$ cat src/design/crrs_pkg.sv
// ----------------------------------------------------------------------------
// crrs_pkg
// Shared codes, field widths and controller/datapath handshake types for the
// container round-robin scheduler.
// ----------------------------------------------------------------------------
package crrs_pkg;

  localparam int CMD_W = 2;
  localparam int KEY_W = 32;
  localparam int TID_W = 16;
  localparam int ST_W  = 2;

  // Command codes.
  localparam logic [CMD_W-1:0] CMD_CREATE = 2'd0;
  localparam logic [CMD_W-1:0] CMD_DELETE = 2'd1;
  localparam logic [CMD_W-1:0] CMD_SWITCH = 2'd2;

  // Status codes.
  localparam logic [ST_W-1:0] ST_DONE      = 2'd0;
  localparam logic [ST_W-1:0] ST_NOT_FOUND = 2'd1;
  localparam logic [ST_W-1:0] ST_FULL      = 2'd2;

  // Commands from the controller to the datapath.
  typedef struct packed {
    logic load;       // latch the accepted beat and restart the slot scan
    logic scan_step;  // advance the slot scan address
    logic scan_eval;  // compare the slot read out this cycle
    logic exec;       // apply the update decided by the scan
    logic ring_done;  // ring read data is back, finish the head update
    logic out_load;   // move the result into the output register
  } ctl_cmd_t;

  // Status from the datapath to the controller.
  typedef struct packed {
    logic hit;        // the slot under compare matches
    logic last;       // the slot under compare is the last one
    logic need_read;  // the update needs the next head from the ring
  } dp_stat_t;

endpackage

$ cat src/design/crrs_ctrl.sv
// ----------------------------------------------------------------------------
// crrs_ctrl
// Sequencer of the scheduler: accept, slot scan, update, ring read, result.
// ----------------------------------------------------------------------------
module crrs_ctrl import crrs_pkg::*; (
  input  logic      clk,
  input  logic      rst,
  input  logic      in_valid,
  output logic      in_ready,
  output logic      out_valid,
  input  logic      out_ready,
  input  dp_stat_t  stat,
  output ctl_cmd_t  ctl
);

  typedef enum logic [2:0] {
    S_IDLE,
    S_PRIME,
    S_SCAN,
    S_EXEC,
    S_RING,
    S_DONE
  } state_t;

  state_t state;
  logic   out_free;

  assign out_free = !out_valid || out_ready;
  assign in_ready = (state == S_IDLE);

  always_comb begin
    ctl = '0;
    unique case (state)
      S_IDLE:  ctl.load = in_valid;
      S_PRIME: ctl.scan_step = 1'b1;
      S_SCAN: begin
        ctl.scan_step = 1'b1;
        ctl.scan_eval = 1'b1;
      end
      S_EXEC:  ctl.exec = 1'b1;
      S_RING:  ctl.ring_done = 1'b1;
      S_DONE:  ctl.out_load = out_free;
      default: ctl = '0;
    endcase
  end

  always_ff @(posedge clk) begin
    if (rst) begin
      state     <= S_IDLE;
      out_valid <= 1'b0;
    end else begin
      if (ctl.out_load) begin
        out_valid <= 1'b1;
      end else if (out_ready) begin
        out_valid <= 1'b0;
      end
      unique case (state)
        S_IDLE:  if (in_valid) state <= S_PRIME;
        S_PRIME: state <= S_SCAN;
        S_SCAN:  if (stat.hit || stat.last) state <= S_EXEC;
        S_EXEC:  state <= stat.need_read ? S_RING : S_DONE;
        S_RING:  state <= S_DONE;
        S_DONE:  if (out_free) state <= S_IDLE;
        default: state <= S_IDLE;
      endcase
    end
  end

endmodule

$ cat config.mk
export PLATFORM = sky130hd
export DESIGN_NAME = crrs_ctrl
export DESIGN_NICKNAME = d
export VERILOG_FILES = /design/src/design/crrs_pkg.sv /design/src/design/crrs_ctrl.sv
export SDC_FILE = /design/constraint.sdc
export NUM_CORES = 1
export LEC_CHECK = 0
export BUFFER_PORTS_ARGS = -buffer_cell sky130_fd_sc_hd__buf_4
export CAP_MARGIN = 20
export CORE_AREA = 2 2 39 41
export DETAILED_ROUTE_END_ITERATION = 8
export DIE_AREA = 0 0 41 43
export PLACE_DENSITY = 0.46
export SYNTH_ARGS = -nofsm -noshare
export SYNTH_HDL_FRONTEND = slang
export SYNTH_SLANG_ARGS = --single-unit
export TNS_END_PERCENT = 10
$ cat constraint.sdc
create_clock -name clk -period 1.4 [get_ports clk]
set_input_delay 0.21 -clock clk [delete_from_list [all_inputs] [get_ports clk]]
set_output_delay 0.21 -clock clk [all_outputs]
set_load 0.005 [all_outputs]
==> impl_metrics.ini, run 1 <==
[cts]
numCtsBuffers = 3
holdBufCountCts = 0
cts_tree = built
htree_levels = 1
clock_latency_ps = 230
cts_setup_buffers = 0
clk_pin_slew_ps = 40
post_cts.resized_instances = 2
clock-sinks = 4
root_buffer = clkbuf_4
clock_path_buffers = 2

[power]
combPwrFrac = 0.382
ir_drop_mv = 0.498
leakagePower_nw = 0.184
sequentialPowerShare = 0.346
p_int_mw = 0.364
clock_power_share = 0.272
power_mw = 0.518
p_switching_mw = 0.155
power.density_mw_per_mm2 = 1310
swShare = 0.298

[synth]
netlist.area_leader.share = 0.300
netlist_top_cells_count = dfxtp_1, nor2_1, a21oi_1
seq_area_frac_synth = 0.300
syn_area_sq_um = 267
ys_types = 23
syn_avg_cell_area_sq_um = 7.61
async_flop_share = 0
synth_ff_type = dfxtp_1
synth_warnings = 0
synthTopCellsByArea = dfxtp_1, a21oi_1, nor2_1, nor2b_4, and2_1
yosys.area.top_type = dfxtp_1
synth_nets = 42
synth_seq_cells = 4
syn_inst = 35
synth-edff-count = 0

[drt]
ant_nets = 0
drcViolationCount = 0
vias_per_cell = 4.26
vias = 277
wire_per_inst_um = 9.02
wirelength_um = 586
drt_first_pass_iters = 4
drt_iter0_markers = 3

[critical_path]
worst-setup-path-type = reg2out
crit_path_cell_trace = and2b_2, and2_1, buf_4
worstPathArrival_ps = 1120
path_delay_family = flip-flops
crit_slowest_cell = dfxtp_4
cp_max_fo = 9
crit_buf_inv = 1
worstPathRequired_ps = 1190
critical-path-max-stage-delay_ps = 380
endpoint_kind = output pin
critPathLaunchType = flop

[global_routing]
grt_overflow = 0
antenna_found_initial = 0
grt_max_degree = 10
track_usage = 0.0782
grt_pass1_wl_um = 910
grt_pass1_vias = 243

[run_status]
status = finished clean

[timing]
finalHoldViolCount = 0
worst_slew_pin_slew_ps = 228
setup_viol = 0
rsz0062_at_grt = no
fmaxAchievable_mhz = 753
finalCritPeriodShare = 0.948
fin_hold_ws_ps = 160
fin_setup_tns_ps = 0
finClkSkew_ps = 4.49
min_period_ps = 1330
slew_headroom = 0.847
finalMaxSlewViolations = 0

[floorplanning]
io-pin-count = 15
die_area_sq_mm = 0.00176
rows = 14
die_w_um = 41
start_util = 0.193
core_area_sq_mm = 0.00138
die_y_um = 43

[final_layout]
syn2layout_area_growth_pct = 48.8
nNetsFinal = 58
nFillCells = 159
final_cells = 65
drive_gt1_frac = 0.490
diodes = 0

[placed_design]
dp_hpwl_um = 456
port_buffers = 14
dp.cells = 62
gp_routability_congestion = 0.699

[job]
maxCapViolations = 0

[hold_path]
worstHoldPathType = in2reg
state kept, by name, summed over array words and instances (netlist names):
signal,cells
out_valid,1
state,3
cell usage in the layout, fill, tap and decap left out, types with 2 or more instances in the layout:
cell type / instances
nor2_1: 4
nand2_1: 2
dfxtp_2: 2
clkbuf_4: 3
and2_1: 2
o21ai_0: 2
buf_4: 14
a21oi_1: 3
nor3_1: 2
cell type report:
| class | instances | area (sq um) | share of cell area |
|---|---|---|---|
| clock buffer | 3 | 22.5 | 0.0568 |
| inverter | 2 | 7.51 | 0.0189 |
| multi-input combinational | 26 | 155 | 0.391 |
| sequential | 4 | 86.3 | 0.218 |
| tap | 16 | 20.0 | 0.0505 |
| timing repair buffer | 14 | 105 | 0.265 |
layer usage:
metal	track usage	part of all wire	routed length (um)
met1	0.106	0.47	274
met2	0.0938	0.41	243
met5	0	0	0
met4	0.0800	0	0
met3	0.0157	0.12	68
worst paths after layout:
| kind | from | endpoint | cells past startpoint | slack, ps |
|---|---|---|---|---|
| max | state[1] | ctl[1] | 3 | 70 |
| max reg2reg | state[0] | state[0] | 3 | 390 |
| min reg2reg | out_valid | out_valid | 2 | 510 |
| min | rst | state[1] | 2 | 160 |
metrics by stage:
stage,utilization,worst slack [ps],cell area [sq um]
3_3_place_gp,0.266,211,368
4_1_cts,0.284,26.1,393
6_report,0.287,72.2,397
5_1_grt,0.287,10.5,397
3_5_place_dp,0.266,209,368
2_1_floorplan,-,344,267
cell families (layout without fill, tap and decap cells):
kind of cell,count (synthesis),after routing,synth area share
flops,4,4,0.300
buf+inv,5,19,0.117
compound gates,6,6,0.127
xor+xnor,1,1,0.0329
simple gates,19,19,0.423
power by group through the flow:
stage,sequential (mW),combinational [mW],clock (mW)
detailed placement,0.174,0.201,0
global placement,0.175,0.199,0
CTS,0.175,0.202,0.150
global route,0.187,0.221,0.153
finish,0.179,0.198,0.141
floorplan,0.140,0.157,0
(Power assumes the default switching activity.)
==> run 2: changes to the inputs <==
BUFFER_PORTS_ARGS = -buffer_cell sky130_fd_sc_hd__buf_2   (was -buffer_cell sky130_fd_sc_hd__buf_4)
==> impl_metrics.ini, run 2 (same netlist as run 1, synthesis figures left out) <==
[run_status]
status = finished clean

[power]
leakagePower_nw = 0.177
sequentialPowerShare = 0.367
swShare = 0.311
ir_drop_mv = 0.416
p_int_mw = 0.331
p_switching_mw = 0.150
clock_power_share = 0.287
power.density_mw_per_mm2 = 1340
combPwrFrac = 0.346

[timing]
layout_setup_ws_ps = 66.7
finalMaxSlewViolations = 0
finalCritPeriodShare = 0.952
finalHoldViolCount = 0
fin_setup_tns_ps = 0
fmaxAchievable_mhz = 750
rsz0062_at_grt = no
worst_slew_pin_slew_ps = 212
slew_headroom = 0.857
finClkSkew_ps = 2.80
setup_viol = 0
min_period_ps = 1330

[critical_path]
crit_slowest_cell = dfxtp_2
worstPathArrival_ps = 1120
critPathLaunchType = flop
cp_max_fo = 9
worstReg2RegStart = state[0]
rr_endpoint = state[0]
rrSetupSlack_ps = 410
worstPathRequired_ps = 1190
crit_path_cell_trace = and2b_2, and2_1, buf_2
worst-setup-path-type = reg2out
critical-path-max-stage-delay_ps = 390
endpoint_kind = output pin
ff2ff_path_depth = 3

[placed_design]
gp_routability_congestion = 0.687
place_area_sq_um = 333
dp.cells = 62
pre_cts_ws_ps = 217
port_buffers = 14

[final_layout]
nNetsFinal = 58
reg.largest.list = state x3, out_valid x1
largest_reg_flops = 3
layout_commonest_cell = buf_2
final_util = 0.259
layout_common_cells = buf_2, nor2_1, a21oi_1, clkbuf_4, dfxtp_2
diodes = 0
final_cells = 65
drive_gt1_frac = 0.490
syn2layout_area_growth_pct = 34.7
final_area_sq_um = 359
top_register = state

[drt]
drcViolationCount = 0
drt_first_pass_iters = 2
vias = 271
drt_iter0_markers = 3
wire_per_inst_um = 8.69
vias_per_cell = 4.17
ant_nets = 0
wirelength_um = 565

[floorplanning]
die_w_um = 41
die_area_sq_mm = 0.00176
core_area_sq_mm = 0.00138
rows = 14
io-pin-count = 15
start_util = 0.193
die_y_um = 43

[hold_path]
min_from = rst
min_to = state[2]
worstHoldPathType = in2reg
holdPathStages = 2

[global_routing]
grt_pass1_wl_um = 765
track_usage = 0.0682
antenna_found_initial = 0
grt_overflow = 0
grt_pass1_vias = 220
grt_max_degree = 10

[cts]
holdBufCountCts = 0
numCtsBuffers = 3
clock_path_buffers = 2
clock_latency_ps = 230
cts_tree = built
clk_pin_slew_ps = 40
root_buffer = clkbuf_4
clock-sinks = 4
htree_levels = 1

[job]
maxCapViolations = 0
[run 2: metal layers]
metal | global-route usage | wire length [um] | share of wire
met1 | 0.0769 | 275 | 0.49
met5 | 0 | 0 | 0
met3 | 0.0157 | 56 | 0.099
met2 | 0.0906 | 233 | 0.41
met4 | 0.0800 | 0 | 0
[run 2: metrics by stage]
step                total power [mW]  hold WS [ps]
global placement               0.341           437
floorplan                      0.297           279
detailed placement             0.341           430
global route                   0.520           190
CTS                            0.489           186
finish                         0.481           194
[run 2: power groups by stage]
stage	registers, mW	clock network (mW)	logic, mW
3_3_place_gp	0.174	0	0.167
2_1_floorplan	0.140	0	0.157
6_report	0.176	0.138	0.166
5_1_grt	0.184	0.150	0.186
3_5_place_dp	0.174	0	0.167
4_1_cts	0.174	0.147	0.168
[run 2: what timing repair did]
item	4_1_cts	5_1_grt
gates resized for setup	1	2
setup buffers	0	0
setup endpoints to repair	2	3
[run 2: how the worst max path moves through the flow]
| stage | startpoint | to | slack [ps] | cells after the start |
|---|---|---|---|---|
| floorplan | state[0] | ctl[5] | 340 | 3 |
| global placement | state[1] | ctl[1] | 230 | 3 |
| detailed placement | state[1] | ctl[1] | 220 | 3 |
| CTS | state[2] | ctl[0] | 6 | 4 |
| global route | state[1] | ctl[1] | 10 | 3 |
| finish | state[1] | ctl[1] | 70 | 3 |
[run 2: final cells by class]
cell class	count	area (sq um)
Inverter	2	7.51
Timing Repair Buffer	14	70.1
Fill cell	163	1020
Clock buffer	3	22.5
Sequential cell	4	83.8
Multi-Input combinational cell	26	155
Tap cell	16	20.0
[run 2: critical path: cells and delay by family (launching register included)]
kind,cells,cell delay (ps)
DFF,1,390
buffers and inverters,1,120
and+or+nand+nor,2,380
